<file path="src/rtl/slt_pkg.sv">
// slt_pkg: shared types and constants for the script line tokenizer.
// No dependencies; imported by every module under rtl/.
package slt_pkg;

   // Lexer modes
   localparam logic [2:0] MODE_IDLE    = 3'd0;
   localparam logic [2:0] MODE_COMMENT = 3'd1;
   localparam logic [2:0] MODE_CONT    = 3'd2;
   localparam logic [2:0] MODE_QUOTE   = 3'd3;
   localparam logic [2:0] MODE_TEXT    = 3'd4;

   // Result event codes
   localparam logic [2:0] EV_START   = 3'd0;
   localparam logic [2:0] EV_BYTE    = 3'd1;
   localparam logic [2:0] EV_END     = 3'd2;
   localparam logic [2:0] EV_NEWLINE = 3'd3;
   localparam logic [2:0] EV_EOI     = 3'd4;

   // Input kinds
   localparam logic KIND_DATA = 1'b0;
   localparam logic KIND_EOD  = 1'b1;

   // Characters of interest
   localparam logic [7:0] CH_NUL       = 8'h00;
   localparam logic [7:0] CH_TAB       = 8'h09;
   localparam logic [7:0] CH_NEWLINE   = 8'h0A;
   localparam logic [7:0] CH_CR        = 8'h0D;
   localparam logic [7:0] CH_SPACE     = 8'h20;
   localparam logic [7:0] CH_DQUOTE    = 8'h22;
   localparam logic [7:0] CH_HASH      = 8'h23;
   localparam logic [7:0] CH_BACKSLASH = 8'h5C;

   // One queue entry: the one or two result beats caused by one input beat.
   // Only token byte events carry data, and at most one per entry.
   typedef struct packed {
      logic       two;
      logic [2:0] ev0;
      logic [2:0] ev1;
      logic [7:0] data;
   } slt_entry_type;

endpackage

</file>
<file path="src/rtl/slt_front.sv">
// slt_front: accepts input beats, tracks the lexer mode and classifies each
// byte into zero, one or two result events. Depends on slt_pkg.
module slt_front (
   input  logic                   clock,
   input  logic                   reset,
   input  logic                   req_valid,
   input  logic                   req_kind,
   input  logic [7:0]             req_byte_value,
   input  logic                   queue_full,
   output logic                   req_stall,
   output logic                   push,
   output slt_pkg::slt_entry_type push_entry
);
   import slt_pkg::*;

   logic [2:0]    mode_ff;
   logic [2:0]    mode_in;
   logic          accept;
   logic          has0;
   slt_entry_type ent;
   // idle-mode handling of the current byte
   logic          idle_has;
   logic          idle_two;
   logic [2:0]    idle_ev0;
   logic [2:0]    idle_ev1;
   logic [2:0]    idle_mode;
   logic [7:0]    c;

   assign c         = req_byte_value;
   assign req_stall = queue_full;
   assign accept    = req_valid & ~queue_full;

   always_comb begin
      idle_has  = 1'b0;
      idle_two  = 1'b0;
      idle_ev0  = EV_START;
      idle_ev1  = EV_BYTE;
      idle_mode = MODE_IDLE;
      if (c inside {CH_TAB, CH_CR, CH_SPACE, CH_NUL}) begin
         idle_mode = MODE_IDLE;
      end else if (c == CH_HASH) begin
         idle_mode = MODE_COMMENT;
      end else if (c == CH_NEWLINE) begin
         idle_has = 1'b1;
         idle_ev0 = EV_NEWLINE;
      end else if (c == CH_BACKSLASH) begin
         idle_mode = MODE_CONT;
      end else if (c == CH_DQUOTE) begin
         idle_has  = 1'b1;
         idle_ev0  = EV_START;
         idle_mode = MODE_QUOTE;
      end else begin
         idle_has  = 1'b1;
         idle_two  = 1'b1;
         idle_ev0  = EV_START;
         idle_ev1  = EV_BYTE;
         idle_mode = MODE_TEXT;
      end
   end

   always_comb begin
      has0     = 1'b0;
      ent.two  = 1'b0;
      ent.ev0  = EV_EOI;
      ent.ev1  = EV_EOI;
      ent.data = c;
      mode_in  = mode_ff;
      if (req_kind == KIND_EOD) begin
         has0    = 1'b1;
         mode_in = MODE_IDLE;
         if (mode_ff == MODE_TEXT || mode_ff == MODE_QUOTE) begin
            ent.two = 1'b1;
            ent.ev0 = EV_END;
            ent.ev1 = EV_EOI;
         end else begin
            ent.ev0 = EV_EOI;
         end
      end else begin
         case (mode_ff)
            MODE_COMMENT: begin
               if (c == CH_NEWLINE) begin
                  has0    = 1'b1;
                  ent.ev0 = EV_NEWLINE;
                  mode_in = MODE_IDLE;
               end
            end
            MODE_CONT: begin
               if (c == CH_NEWLINE) begin
                  mode_in = MODE_IDLE;
               end
            end
            MODE_QUOTE: begin
               has0 = 1'b1;
               if (c == CH_DQUOTE) begin
                  ent.ev0 = EV_END;
                  mode_in = MODE_IDLE;
               end else begin
                  ent.ev0 = EV_BYTE;
               end
            end
            MODE_TEXT: begin
               has0 = 1'b1;
               if (c inside {CH_TAB, CH_CR, CH_NUL, CH_SPACE, CH_NEWLINE, CH_HASH}) begin
                  // terminator: end the token, then treat the byte as in idle
                  ent.ev0 = EV_END;
                  ent.two = idle_has;
                  ent.ev1 = idle_ev0;
                  mode_in = idle_mode;
               end else begin
                  ent.ev0 = EV_BYTE;
               end
            end
            default: begin
               has0    = idle_has;
               ent.two = idle_two;
               ent.ev0 = idle_ev0;
               ent.ev1 = idle_ev1;
               mode_in = idle_mode;
            end
         endcase
      end
   end

   assign push       = accept & has0;
   assign push_entry = ent;

   always_ff @(posedge clock) begin
      if (reset) begin
         mode_ff <= MODE_IDLE;
      end else if (accept) begin
         mode_ff <= mode_in;
      end
   end

endmodule

</file>
<file path="src/rtl/slt_queue.sv">
// slt_queue: small FIFO of classified entries between front and back.
// Depends on slt_pkg for the entry type.
module slt_queue #(
   parameter int DEPTH = 4
) (
   input  logic                   clock,
   input  logic                   reset,
   input  logic                   push,
   input  slt_pkg::slt_entry_type push_entry,
   input  logic                   pop,
   output slt_pkg::slt_entry_type head_entry,
   output logic                   empty,
   output logic                   full
);
   import slt_pkg::*;

   localparam int PTR_W = (DEPTH > 1) ? $clog2(DEPTH) : 1;
   localparam int CNT_W = $clog2(DEPTH + 1);
   localparam logic [PTR_W-1:0] PTR_LAST = PTR_W'(DEPTH - 1);
   localparam logic [CNT_W-1:0] CNT_FULL = CNT_W'(DEPTH);

   slt_entry_type    slot_ff [DEPTH];
   logic [PTR_W-1:0] wr_ptr_ff;
   logic [PTR_W-1:0] rd_ptr_ff;
   logic [CNT_W-1:0] count_ff;
   logic [PTR_W-1:0] wr_ptr_in;
   logic [PTR_W-1:0] rd_ptr_in;
   logic [CNT_W-1:0] count_in;
   logic             do_push;
   logic             do_pop;

   assign empty      = (count_ff == '0);
   assign full       = (count_ff == CNT_FULL);
   assign do_push    = push & ~full;
   assign do_pop     = pop & ~empty;
   assign head_entry = slot_ff[rd_ptr_ff];

   always_comb begin
      wr_ptr_in = wr_ptr_ff;
      rd_ptr_in = rd_ptr_ff;
      count_in  = count_ff;
      if (do_push) begin
         wr_ptr_in = (wr_ptr_ff == PTR_LAST) ? '0 : wr_ptr_ff + 1'b1;
      end
      if (do_pop) begin
         rd_ptr_in = (rd_ptr_ff == PTR_LAST) ? '0 : rd_ptr_ff + 1'b1;
      end
      if (do_push && !do_pop) begin
         count_in = count_ff + 1'b1;
      end else if (do_pop && !do_push) begin
         count_in = count_ff - 1'b1;
      end
   end

   always_ff @(posedge clock) begin
      if (reset) begin
         wr_ptr_ff <= '0;
         rd_ptr_ff <= '0;
         count_ff  <= '0;
      end else begin
         wr_ptr_ff <= wr_ptr_in;
         rd_ptr_ff <= rd_ptr_in;
         count_ff  <= count_in;
      end
   end

   always_ff @(posedge clock) begin
      if (do_push) begin
         slot_ff[wr_ptr_ff] <= push_entry;
      end
   end

endmodule

</file>
<file path="src/rtl/slt_back.sv">
// slt_back: drains queue entries into the registered result channel, one or
// two beats per entry. Depends on slt_pkg.
module slt_back (
   input  logic                   clock,
   input  logic                   reset,
   input  slt_pkg::slt_entry_type head_entry,
   input  logic                   empty,
   output logic                   pop,
   input  logic                   rsp_stall,
   output logic                   rsp_valid,
   output logic [2:0]             rsp_event_res,
   output logic [7:0]             rsp_token_byte,
   output logic                   rsp_last
);
   import slt_pkg::*;

   logic       valid_ff, valid_in;
   logic       phase_ff, phase_in;   // first beat of a two-beat head already sent
   logic [2:0] event_ff, event_in;
   logic [7:0] byte_ff, byte_in;
   logic       last_ff, last_in;
   logic       load;

   assign load = ~valid_ff | ~rsp_stall;

   always_comb begin
      valid_in = valid_ff;
      phase_in = phase_ff;
      event_in = event_ff;
      byte_in  = byte_ff;
      last_in  = last_ff;
      pop      = 1'b0;
      if (load) begin
         valid_in = ~empty;
         if (!empty) begin
            if (head_entry.two && !phase_ff) begin
               event_in = head_entry.ev0;
               last_in  = 1'b0;
               phase_in = 1'b1;
            end else begin
               event_in = phase_ff ? head_entry.ev1 : head_entry.ev0;
               last_in  = 1'b1;
               phase_in = 1'b0;
               pop      = 1'b1;
            end
            byte_in = (event_in == EV_BYTE) ? head_entry.data : 8'h00;
         end
      end
   end

   always_ff @(posedge clock) begin
      if (reset) begin
         valid_ff <= 1'b0;
         phase_ff <= 1'b0;
      end else begin
         valid_ff <= valid_in;
         phase_ff <= phase_in;
      end
   end

   always_ff @(posedge clock) begin
      event_ff <= event_in;
      byte_ff  <= byte_in;
      last_ff  <= last_in;
   end

   assign rsp_valid      = valid_ff;
   assign rsp_event_res  = event_ff;
   assign rsp_token_byte = byte_ff;
   assign rsp_last       = last_ff;

endmodule

</file>
<file path="src/rtl/script_line_tokenizer.sv">
// script_line_tokenizer: streaming tokenizer, one script byte per beat.
// Accepted items are queued; the output register loads result beats from the head.
// Throughput: one input beat per cycle while the queue has room; output stalls and
//   two-beat items, which load the output register twice, can fill it (req_stall).
// Reset (synchronous, active high): lexer idle, queue empty, no result valid.
// Depends on slt_pkg, slt_front, slt_queue, slt_back.
module script_line_tokenizer #(
   parameter int QUEUE_DEPTH = 4
) (
   input  logic       clock,
   input  logic       reset,
   // input channel
   input  logic       req_valid,
   output logic       req_stall,
   input  logic       req_kind,
   input  logic [7:0] req_byte_value,
   // result channel
   output logic       rsp_valid,
   input  logic       rsp_stall,
   output logic [2:0] rsp_event_res,
   output logic [7:0] rsp_token_byte,
   output logic       rsp_last
);
   import slt_pkg::*;

   // front -> queue
   logic          push;
   slt_entry_type push_entry;
   // queue -> back
   slt_entry_type head_entry;
   logic          empty;
   logic          full;
   logic          pop;

   // Front: mode tracking and classification. A beat whose byte gives no
   // result (separator, comment text, continuation) updates the mode only.
   slt_front u_front (
      .clock          (clock),
      .reset          (reset),
      .req_valid      (req_valid),
      .req_kind       (req_kind),
      .req_byte_value (req_byte_value),
      .queue_full     (full),
      .req_stall      (req_stall),
      .push           (push),
      .push_entry     (push_entry)
   );

   // Decouples the front from output back-pressure.
   slt_queue #(
      .DEPTH (QUEUE_DEPTH)
   ) u_queue (
      .clock      (clock),
      .reset      (reset),
      .push       (push),
      .push_entry (push_entry),
      .pop        (pop),
      .head_entry (head_entry),
      .empty      (empty),
      .full       (full)
   );

   // Back: splits each entry into its result beats, last flag on the final one.
   slt_back u_back (
      .clock          (clock),
      .reset          (reset),
      .head_entry     (head_entry),
      .empty          (empty),
      .pop            (pop),
      .rsp_stall      (rsp_stall),
      .rsp_valid      (rsp_valid),
      .rsp_event_res  (rsp_event_res),
      .rsp_token_byte (rsp_token_byte),
      .rsp_last       (rsp_last)
   );

endmodule

</file>
<file path="config.mk">
export PLATFORM = sky130hd
export DESIGN_NAME = script_line_tokenizer
export DESIGN_NICKNAME = d
export VERILOG_FILES = /design/src/rtl/slt_pkg.sv /design/src/rtl/slt_front.sv /design/src/rtl/slt_queue.sv /design/src/rtl/slt_back.sv /design/src/rtl/script_line_tokenizer.sv
export SDC_FILE = /design/constraint.sdc
export NUM_CORES = 1
export LEC_CHECK = 0
export ABC_AREA = 0
export BUFFER_PORTS_ARGS = -buffer_cell sky130_fd_sc_hd__buf_4
export CAP_MARGIN = 20
export CORE_AREA = 2 2 84 86
export DETAILED_ROUTE_END_ITERATION = 12
export DIE_AREA = 0 0 86 88
export PLACE_DENSITY = 0.83
export SYNTH_ARGS = -nofsm -noshare
export SYNTH_HDL_FRONTEND = slang
export SYNTH_SLANG_ARGS = --single-unit
</file>
<file path="constraint.sdc">
create_clock -name clock -period 4.6 [get_ports clock]
set_input_delay 1.38 -clock clock [delete_from_list [all_inputs] [get_ports clock]]
set_output_delay 1.38 -clock clock [all_outputs]
set_load 0.01 [all_outputs]
</file>
==> results of run 1 <==
[critical path: stages]
cell and delay [ns]:
buf_4 0.14, nor3_4 0.37, a31oi_1 0.16, o311ai_2 0.31
a31oi_4 0.19, inv_1 0.09, ha_1 0.17, inv_1 0.06
fa_1 0.42, xor2_1 0.18, or3_1 0.31, a21oi_1 0.16
[stage by stage]
| stage | setup slack, ns | total power, mW | util (%) | area [um^2] |
|---|---|---|---|---|
| detailed placement | 0.592 | 1.87 | 61.5 | 4080 |
| finish | 0.936 | 2.43 | 64.8 | 4310 |
| floorplan | 0.917 | 1.64 | - | 3790 |
| global route | 0.728 | 2.56 | 64.8 | 4310 |
| global placement | 0.691 | 1.85 | 61.5 | 4080 |
| CTS | 0.959 | 2.46 | 64.8 | 4310 |
[synthesized netlist by cell type, types with 2 or more instances]
| master | n |
|---|---|
| edfxtp_1 | 72 |
| mux4_2 | 15 |
| dfxtp_1 | 14 |
| nand2_1 | 10 |
| a21oi_1 | 9 |
| and3_1 | 9 |
| inv_1 | 9 |
| nor2_1 | 9 |
| nand2b_1 | 7 |
| o21ai_0 | 7 |
| ha_1 | 6 |
| nor2b_1 | 6 |
| a31oi_1 | 5 |
| mux2i_1 | 5 |
| nor3_1 | 5 |
| mux2_2 | 4 |
| buf_2 | 3 |
| clkbuf_1 | 3 |
| or3_1 | 3 |
| a211oi_1 | 2 |
| buf_6 | 2 |
| nor2_2 | 2 |
| xnor2_1 | 2 |
| xor2_1 | 2 |
[registers in the layout (all words and copies together), names as in the netlist, named ones only]
signal / cells
u_back.phase_ff: 1
u_back.rsp_event_res: 3
u_queue.rd_ptr_ff: 2
u_queue.slot_ff: 60
u_front.mode_ff: 3
u_back.rsp_last: 1
u_back.rsp_token_byte: 8
u_queue.wr_ptr_ff: 2
u_queue.count_ff: 3
u_back.rsp_valid: 1
[final timing paths]
kind,depth (start not counted),slack (ns),to
worst max-delay path,12,0.94,u_queue.count_ff[2]$_SDFFE_PP0P_
worst max register to register,11,1.69,u_queue.count_ff[2]$_SDFFE_PP0P_
worst min register to register,2,0.49,register
worst min-delay path,2,0.49,register
[power breakdown]
| part | leakage (nW) | internal, mW | total (mW) | switching [mW] |
|---|---|---|---|---|
| Clock | 0.107 | 0.311 | 0.576 | 0.265 |
| Combinational | 0.650 | 0.354 | 0.722 | 0.368 |
| Sequential | 0.788 | 1.06 | 1.13 | 0.0774 |
| Total | 1.55 | 1.72 | 2.43 | 0.710 |
[area by class of cell]
cell class,instances,area [um^2],area share (%)
sequential,86,2440,56.7
inverter,9,33.8,0.785
multi-input combinational,139,1270,29.4
tap,80,100,2.32
clock buffer,10,128,2.96
timing repair buffer,32,240,5.58
clock inverter,6,93.8,2.18
[logic make-up (layout without fill, tap and decap cells)]
family / after synthesis / count (layout) / synth area share, %
muxes: 25 / 25 / 11.8
adders and majority gates: 7 / 7 / 2.51
AOI/OAI and AO/OA: 37 / 37 / 7.56
and+or+nand+nor: 66 / 66 / 10.6
buffers and inverters: 17 / 57 / 2.18
xor gates and xnor gates: 4 / 4 / 0.924
DFF: 86 / 86 / 64.4
[routing by layer]
| metal | vias to the layer above | GRT usage, % | part of all wire, % |
|---|---|---|---|
| met5 | - | 0 | 0 |
| met4 | 0 | 9.38 | 2.4 |
| met3 | 15 | 3.96 | 5.5 |
| met2 | 115 | 32.6 | 50 |
| met1 | 1072 | 25.0 | 42 |
| li1 | 1017 | - | - |
==> impl_metrics.tcl, run 1 <==
set metrics [dict create \
    synthFlopType "edfxtp_1" \
    crit_type "input pin to register" \
    postRouteWirelength_um 6760 \
    post_drt_wl_per_cell_um 18.7 \
    ant_nets 0 \
    grt.total_usage_pct 19.6 \
    grt.overflow.total 0 \
    avgSynthCellArea_um2 15.7 \
    clockBufferDepth 2 \
    final_cell_mix "edfxtp_1 (72), buf_4 (32), mux4_2 (15)" \
    postSynthCellCount 242 \
    antenna_found_initial 0 \
    cts_buffers 9 \
    cts_max_level 3 \
    holdWs_ns 0.493 \
    grt_max_degree 17 \
    drt-initial-drc-count 167 \
    placed_cells 346 \
    synth_seq_cells 86 \
    end_kind "register" \
    antennaDiodeCount 0 \
    start_util_pct 57.1 \
    clk_pin_slew_ns 0.08 \
    postCtsSetupBuffers 0 \
    cts_tree "yes" \
    finalCriticalPeriod_ns 3.66 \
    pin_count 27 \
    cp-start-kind "input pin" \
    rsz0062_at_grt "no" \
    synth_top_area_cell "edfxtp_1" \
    cp_max_fo 7 \
    synth.net_count 262 \
    hold_viol_final 0 \
    arrival_ns 3.94 \
    grt_first_pass_wirelength_um 10900 \
    max_freq_mhz 273 \
    layout.cells.non_filler 362 \
    cts.sinks 86 \
    drcViolationCount 0 \
    synth_top_cell_area_share_pct 57.0 \
    fin_worst_skew_ns 0.00620 \
    dieWidth_um 86 \
    ys_top_cells_by_area "edfxtp_1 (57%), mux4_2 (8.9%), dfxtp_1 (7.4%)" \
    cts_root_buffer "clkbuf_8" \
    drv_cap 0 \
    fp.dieH_um 88 \
    ys_warn_count 0 \
    netlist_area_um2 3790 \
    slew_headroom_pct 55.7 \
    layout-drive-gt1-share_pct 29.8 \
    synth_edf_count 72 \
    post-route-period-util_pct 79.6 \
    reg2reg_from "u_front.mode_ff[0]$_SDFFE_PP0P_" \
    startpoint "req_byte_value[4]" \
    dieArea_um2 7570 \
    yosysSeqAreaShare_pct 64.4 \
    final_common_cell "edfxtp_1" \
    vias 2219 \
    setup_tns_ns 0 \
    irDropWorstVdd_v 0.000305 \
    cp.required_ns 4.88 \
    area_delta_synth_final_pct 13.5 \
    coreArea_um2 6640 \
    power_density_nw_per_um2 565 \
    final_nets 297 \
    insertion_delay_ns 0.34 \
    slew_viol_final 0 \
    setup_viol 0 \
    num_rows 30 \
    dp_hpwl_um 4400 \
    p_leak_nw 1.55 \
    min_path_type "register to register" \
    ctsHoldBuffers 0 \
    ys_types 55 \
    min_from "u_queue.rd_ptr_ff[1]$_SDFFE_PP0P_" \
    viasPerCell 6.13 \
    async_reset_ff_share_pct 0 \
    cts-resized-gates 0 \
    fillers 455 \
    grt_pass1_vias 2131 \
    status "completed" \
    routabilityCongestion 0.922 \
    worst_pin_slew_ns 0.664 \
    first_pass_iters 4 \
    portBuffers 26 \
]
No activity file was read; power rests on OpenSTA's default activity.
==> inputs of run 2 (changes only) <==
CORE_AREA = 2 2 87 89   (was 2 2 84 86)
DIE_AREA = 0 0 89 91   (was 0 0 86 88)
PLACE_DENSITY = 0.81   (was 0.83)
clock period = 3.2 ns   (was 4.6 ns; I/O delays follow)
==> run 2 against run 1 <==
Against the previous run:
- die area increased by 7.0%
- worst hold slack got worse by 0.018 ns
- via count increased by 0.32%
- power increased by 39%
- register-to-register slack got worse by 1.1 ns
- setup slack got worse by 0.62 ns
- largest cell class unchanged
- largest power group unchanged
==> impl_metrics.tcl, run 2 (synthesis results as in run 1) <==
set metrics [dict create \
    layout-drive-gt1-share_pct 34.2 \
    hold_end "u_back.rsp_valid$_SDFFE_PP0N_" \
    coreArea_um2 7140 \
    insertion_delay_ns 0.35 \
    rsz0062_at_grt "no" \
    swShare_pct 30.2 \
    grt.total_usage_pct 18.1 \
    hold_viol_final 0 \
    startpoint "req_byte_value[2]" \
    holdWs_ns 0.475 \
    first_pass_iters 4 \
    worstRegToRegCells 12 \
    portBuffers 26 \
    pwr-share-comb_pct 32.9 \
    r2r_slack_ns 0.55 \
    power.internal_mw 2.37 \
    status "completed" \
    worst_slack_ns 0.320 \
    layout.cells.non_filler 397 \
    reg2reg_from "u_front.mode_ff[0]$_SDFFE_PP0P_" \
    final_common_cell "edfxtp_1" \
    cp_max_fo 5 \
    postRouteWirelength_um 6520 \
    end_kind "register" \
    antenna_found_initial 0 \
    worst_pin_slew_ns 0.470 \
    area_delta_synth_final_pct 17.3 \
    placed_cells 381 \
    antennaDiodeCount 0 \
    critPathMaxStageDelay_ns 0.37 \
    cp.required_ns 3.49 \
    vias 2226 \
    grt_pass1_vias 2151 \
    setup_viol 0 \
    grt_first_pass_wirelength_um 11100 \
    drv_cap 0 \
    post_drt_wl_per_cell_um 16.4 \
    slew_viol_final 0 \
    stdcell_area_um2 4450 \
    power_frac_seq_pct 47.5 \
    postCtsSetupBuffers 0 \
    finalCriticalPeriod_ns 2.88 \
    drcViolationCount 0 \
    slew_headroom_pct 68.4 \
    pwr-share-clk_pct 19.7 \
    viasPerCell 5.61 \
    max_freq_mhz 347 \
    final_cell_mix "edfxtp_1 (72), buf_4 (45), mux4_2 (15)" \
    place_ws_ns -0.0448 \
    fin_worst_skew_ns 0.00901 \
    cts_buffers 9 \
    fillers 543 \
    top_register "u_queue.slot_ff" \
    power_density_nw_per_um2 762 \
    min_path_type "register to register" \
    cts_max_level 3 \
    ant_nets 0 \
    placed_area_um2 4280 \
    largest_register_ffs 60 \
    irDropWorstVdd_v 0.000394 \
    cp-start-kind "input pin" \
    cp_cell_sequence "buf_4 -> nor3b_4 -> a31oi_1 -> o311ai_2 -> a31oi_4 -> inv_1 -> ha_2 -> inv_2 -> fa_2 -> xor2_1 -> or3_1 -> a21oi_1" \
    cts.sinks 86 \
    pin_count 27 \
    ctsHoldBuffers 0 \
    cts_tree "yes" \
    p_sw_mw 1.02 \
    final_nets 313 \
    setup_tns_ns 0 \
    dp_hpwl_um 4510 \
    min_from "u_back.rsp_valid$_SDFFE_PP0N_" \
    cts-resized-gates 0 \
    fp.dieH_um 91 \
    post-route-period-util_pct 90.0 \
    cts_root_buffer "clkbuf_8" \
    grt.overflow.total 0 \
    finalPower_mw 3.39 \
    clockBufferDepth 2 \
    hold_depth 2 \
    start_util_pct 53.1 \
    num_rows 31 \
    crit_type "input pin to register" \
    critPathSlowestCell "o311ai_2" \
    arrival_ns 3.17 \
    r2r_end "u_queue.count_ff[2]$_SDFFE_PP0P_" \
    clk_pin_slew_ns 0.08 \
    drt-initial-drc-count 114 \
    grt_max_degree 16 \
    routabilityCongestion 0.879 \
    dieArea_um2 8100 \
    p_leak_nw 1.61 \
    utilization_pct 62.3 \
    dieWidth_um 89 \
]
[run 2: worst max-delay path by stage]
stage	to	slack, ns
after floorplan	u_queue.count_ff[2]$_SDFFE_PP0P_	0.04
after global placement	u_queue.count_ff[2]$_SDFFE_PP0P_	0.006
after detailed placement	u_queue.count_ff[2]$_SDFFE_PP0P_	-0.04
after CTS	u_queue.count_ff[2]$_SDFFE_PP0P_	0.32
after global routing	u_queue.count_ff[2]$_SDFFE_PP0P_	0.18
final	u_queue.count_ff[2]$_SDFFE_PP0P_	0.32
[run 2: final cells by class]
type,count,area [um^2],area share (%)
clock buffers,10,128,2.87
inverters,9,33.8,0.759
repair buffers,48,398,8.94
multi-input cells,139,1280,28.7
flip-flops and latches,86,2440,54.9
clock inverters,6,45.0,1.01
well taps,99,124,2.78
[run 2: per-layer routing]
| metal | vias to the layer above | share of wire [%] | track usage, % |
|---|---|---|---|
| li1 | 1053 | - | - |
| met1 | 1095 | 45 | 25.6 |
| met2 | 67 | 48 | 27.5 |
| met3 | 11 | 4.6 | 3.09 |
| met4 | 0 | 2.2 | 8.08 |
| met5 | - | 0 | 0 |
[run 2: critical path: cells and delay by family]
family / cells / cell delay [ns]
simple gates: 2 / 0.53
buf+inv: 3 / 0.25
xor+xnor: 1 / 0.15
compound gates: 4 / 0.77
fa+ha+maj: 2 / 0.49
[run 2: power by group through the flow]
| stage | sequential, mW | clock (mW) | combinational, mW |
|---|---|---|---|
| final | 1.61 | 0.667 | 1.12 |
| after global routing | 1.64 | 0.723 | 1.23 |
| after CTS | 1.61 | 0.676 | 1.13 |
| after detailed placement | 1.64 | 0 | 1.13 |
| after global placement | 1.63 | 0 | 1.10 |
| after floorplan | 1.67 | 0 | 0.699 |
==> inputs of run 3 (changes only) <==
CORE_AREA = 2 2 89 91   (was 2 2 87 89)
DIE_AREA = 0 0 91 93   (was 0 0 89 91)
PLACE_DENSITY = 0.8   (was 0.81)
SLEW_MARGIN = 30   (was unset)
SYNTH_HIERARCHICAL = 1   (was unset)
==> run 3 against run 2 <==
Against the previous run:
- area after synthesis rose by 3.3%
- via count up 2.4%
- routed wire length increased by 1.3%
- register-to-register slack got worse by 0.22 ns
- non-clock buffer count is 6 higher
- count of clock-buffer cells in the layout is 1 lower
- critical path type unchanged
- critical endpoint is now u_queue/count_ff[2]$_SDFFE_PP0P_
- highest routed layer unchanged
==> impl_metrics.tcl, run 3 <==
set metrics [dict create \
    drv_cap 0 \
    synth.net_count 284 \
    min_path_type "register to register" \
    ys_top_cells_by_area "edfxtp_1 (55%), mux4_2 (8.6%), dfxtp_1 (7.2%)" \
    finalCriticalPeriod_ns 3.13 \
    first_pass_iters 5 \
    worst_pin_slew_ns 0.631 \
    synth.area.mux_share_pct 10.8 \
    synth_simple_gate_area_share_pct 10.0 \
    cp-start-kind "input pin" \
    final_common_cell "edfxtp_1" \
    async_reset_ff_share_pct 0 \
    hold_depth 2 \
    max_freq_mhz 320 \
    pin_count 27 \
    routabilityCongestion 0.874 \
    end_kind "register" \
    synth-compound-area-share_pct 8.88 \
    reg2reg_from "u_queue/count_ff[0]$_SDFFE_PP0P_" \
    cp_cell_sequence "buf_4 -> or4_4 -> nor3_4 -> nor2_2 -> a31oi_4 -> inv_8 -> nor2_4 -> ha_4 -> inv_2 -> fa_2 -> xor2_1 -> or3_1 -> a21oi_2" \
    synth_top_cell_area_share_pct 55.2 \
    slew_headroom_pct 57.4 \
    setup_viol 0 \
    synth-xor-area-share_pct 0.447 \
    r2r_end "u_queue/count_ff[2]$_SDFFE_PP0P_" \
    avgSynthCellArea_um2 14.8 \
    grt_first_pass_wirelength_um 10700 \
    rsz0062_at_grt "no" \
    critPathMaxStageDelay_ns 0.55 \
    grt_pass1_vias 2200 \
    ys_types 52 \
    netlist_area_um2 3920 \
    viasPerCell 5.49 \
    irDropWorstVdd_v 0.000331 \
    insertion_delay_ns 0.35 \
    grt.overflow.total 0 \
    min_from "u_back/rsp_valid$_SDFFE_PP0P_" \
    clockBufferDepth 2 \
    grt.total_usage_pct 16.7 \
    synth_top_family_by_area "multiplexers" \
    coreArea_um2 7530 \
    cts_max_level 3 \
    path_buf_inv 3 \
    drt-initial-drc-count 134 \
    num_rows 32 \
    finalPower_mw 3.46 \
    cp.required_ns 3.49 \
    clk_pin_slew_ns 0.09 \
    worst_slack_ns 0.0743 \
    synth_top_area_cell "edfxtp_1" \
    slew_viol_final 0 \
    fin_worst_skew_ns 0.0128 \
    antennaDiodeCount 0 \
    synth_edf_count 72 \
    p_leak_nw 1.64 \
    critical_path.top_delay_family "simple AND/OR/NAND/NOR gates" \
    grt_max_degree 17 \
    critPathSlowestCell "or4_4" \
    r2r_slack_ns 0.33 \
    cts_root_buffer "clkbuf_8" \
    portBuffers 26 \
    final_cell_mix "edfxtp_1 (72), buf_4 (50), nor2_1 (20)" \
    postRouteWirelength_um 6610 \
    synth_most_common_cell "edfxtp_1" \
    cts_buffers 9 \
    ant_nets 0 \
    synth_adder_area_share_pct 2.43 \
    ctsHoldBuffers 0 \
    post-route-period-util_pct 97.7 \
    ys_warn_count 6 \
    drcViolationCount 0 \
    antenna_found_initial 0 \
    start_util_pct 52.0 \
    cts.sinks 86 \
    yosysSeqAreaShare_pct 62.4 \
    hold_end "u_back/rsp_valid$_SDFFE_PP0P_" \
    crit_type "input pin to register" \
    dp_hpwl_um 4580 \
    fp.dieH_um 93 \
    top_register "u_queue/slot_ff" \
    vias 2280 \
    dieWidth_um 91 \
    status "completed" \
    postSynthCellCount 264 \
    synthTopCellsByCount "edfxtp_1 (72), nor2_1 (21), mux4_2 (15), dfxtp_1 (14), nand2_1 (11)" \
    power_density_nw_per_um2 751 \
    largest_register_ffs 60 \
    layout-drive-gt1-share_pct 36.4 \
    final_nets 328 \
    area_delta_synth_final_pct 17.6 \
    hold_viol_final 0 \
    synthFlopType "edfxtp_1" \
    cts_tree "yes" \
    synth_seq_cells 86 \
    dieArea_um2 8460 \
    cp_max_fo 2 \
    arrival_ns 3.41 \
    holdWs_ns 0.487 \
    post_drt_wl_per_cell_um 15.9 \
    place_ws_ns -0.366 \
    worstRegToRegCells 13 \
]
## run 3: repair_timing
action | 4_1_cts | 5_1_grt
buffers inserted | 0 | 2
resized for setup | 0 | 8
endpoints found under the setup margin | 0 | 1
## run 3: cells by family (layout without fill, tap and decap cells)
logic type	Yosys count	count (layout)
mux	23	23
simple gates	73	73
flops	86	86
compound gates	43	43
fa+ha+maj	7	7
xor+xnor	2	2
buf+inv	30	79
## run 3: cell type report
cell class                 count  area (um^2)
clock buffer                   9          124
clock inverter                 7         78.8
fill                         560         2920
inverter                       9         46.3
multi-input combinational    148         1330
sequential                    86         2440
tap                          102          128
timing repair buffer          54          455
## run 3: worst register-to-register path, cell delays in order (launching register included)
cell	delay (ns)
dfxtp_1	0.46
or3b_1	0.32
clkinv_4	0.12
nor2b_1	0.21
o41ai_1	0.17
a31oi_4	0.28
inv_8	0.04
nor2_4	0.13
ha_4	0.15
inv_2	0.04
fa_2	0.32
xor2_1	0.15
or3_1	0.32
a21oi_2	0.11
## run 3: report_power, final
| part | leakage, nW | internal, mW | switching [mW] |
|---|---|---|---|
| sequential | 0.788 | 1.51 | 0.102 |
| clock | 0.105 | 0.370 | 0.397 |
| combinational | 0.742 | 0.577 | 0.505 |
| total | 1.64 | 2.46 | 1.00 |
## run 3: worst max path at each step
stage | depth (start not counted) | startpoint | to | slack, ns
final | 13 | req_byte_value[6] | u_queue/count_ff[2]$_SDFFE_PP0P_ | 0.07
after global routing | 13 | req_byte_value[6] | u_queue/count_ff[2]$_SDFFE_PP0P_ | 0.004
after CTS | 13 | req_byte_value[0] | u_queue/count_ff[2]$_SDFFE_PP0P_ | 0.001
after detailed placement | 13 | req_byte_value[0] | u_queue/count_ff[2]$_SDFFE_PP0P_ | -0.37
after global placement | 13 | req_byte_value[0] | u_queue/count_ff[2]$_SDFFE_PP0P_ | -0.31
after floorplan | 12 | req_byte_value[0] | u_queue/count_ff[2]$_SDFFE_PP0P_ | -0.23
## run 3: layer usage
metal | global-route usage [%] | wire (um) | vias up | share of wire [%]
li1 | - | - | 1093 | -
met1 | 22.1 | 3090 | 1122 | 47
met2 | 26.7 | 3140 | 56 | 48
met3 | 3.38 | 239 | 9 | 3.6
met4 | 8.21 | 141 | 0 | 2.1
met5 | 0 | 0 | - | 0
## run 3: through the flow
step / TNS [ns] / utilization [%] / cells / area, um^2
finish: 0 / 61.2 / 415 / 4610
global route: 0 / 61.2 / 415 / 4610
CTS: 0 / 60.6 / 413 / 4560
detailed placement: -0.475 / 57.9 / 397 / 4360
global placement: -0.369 / 57.9 / 397 / 4360
floorplan: -0.226 / - / 264 / 3940
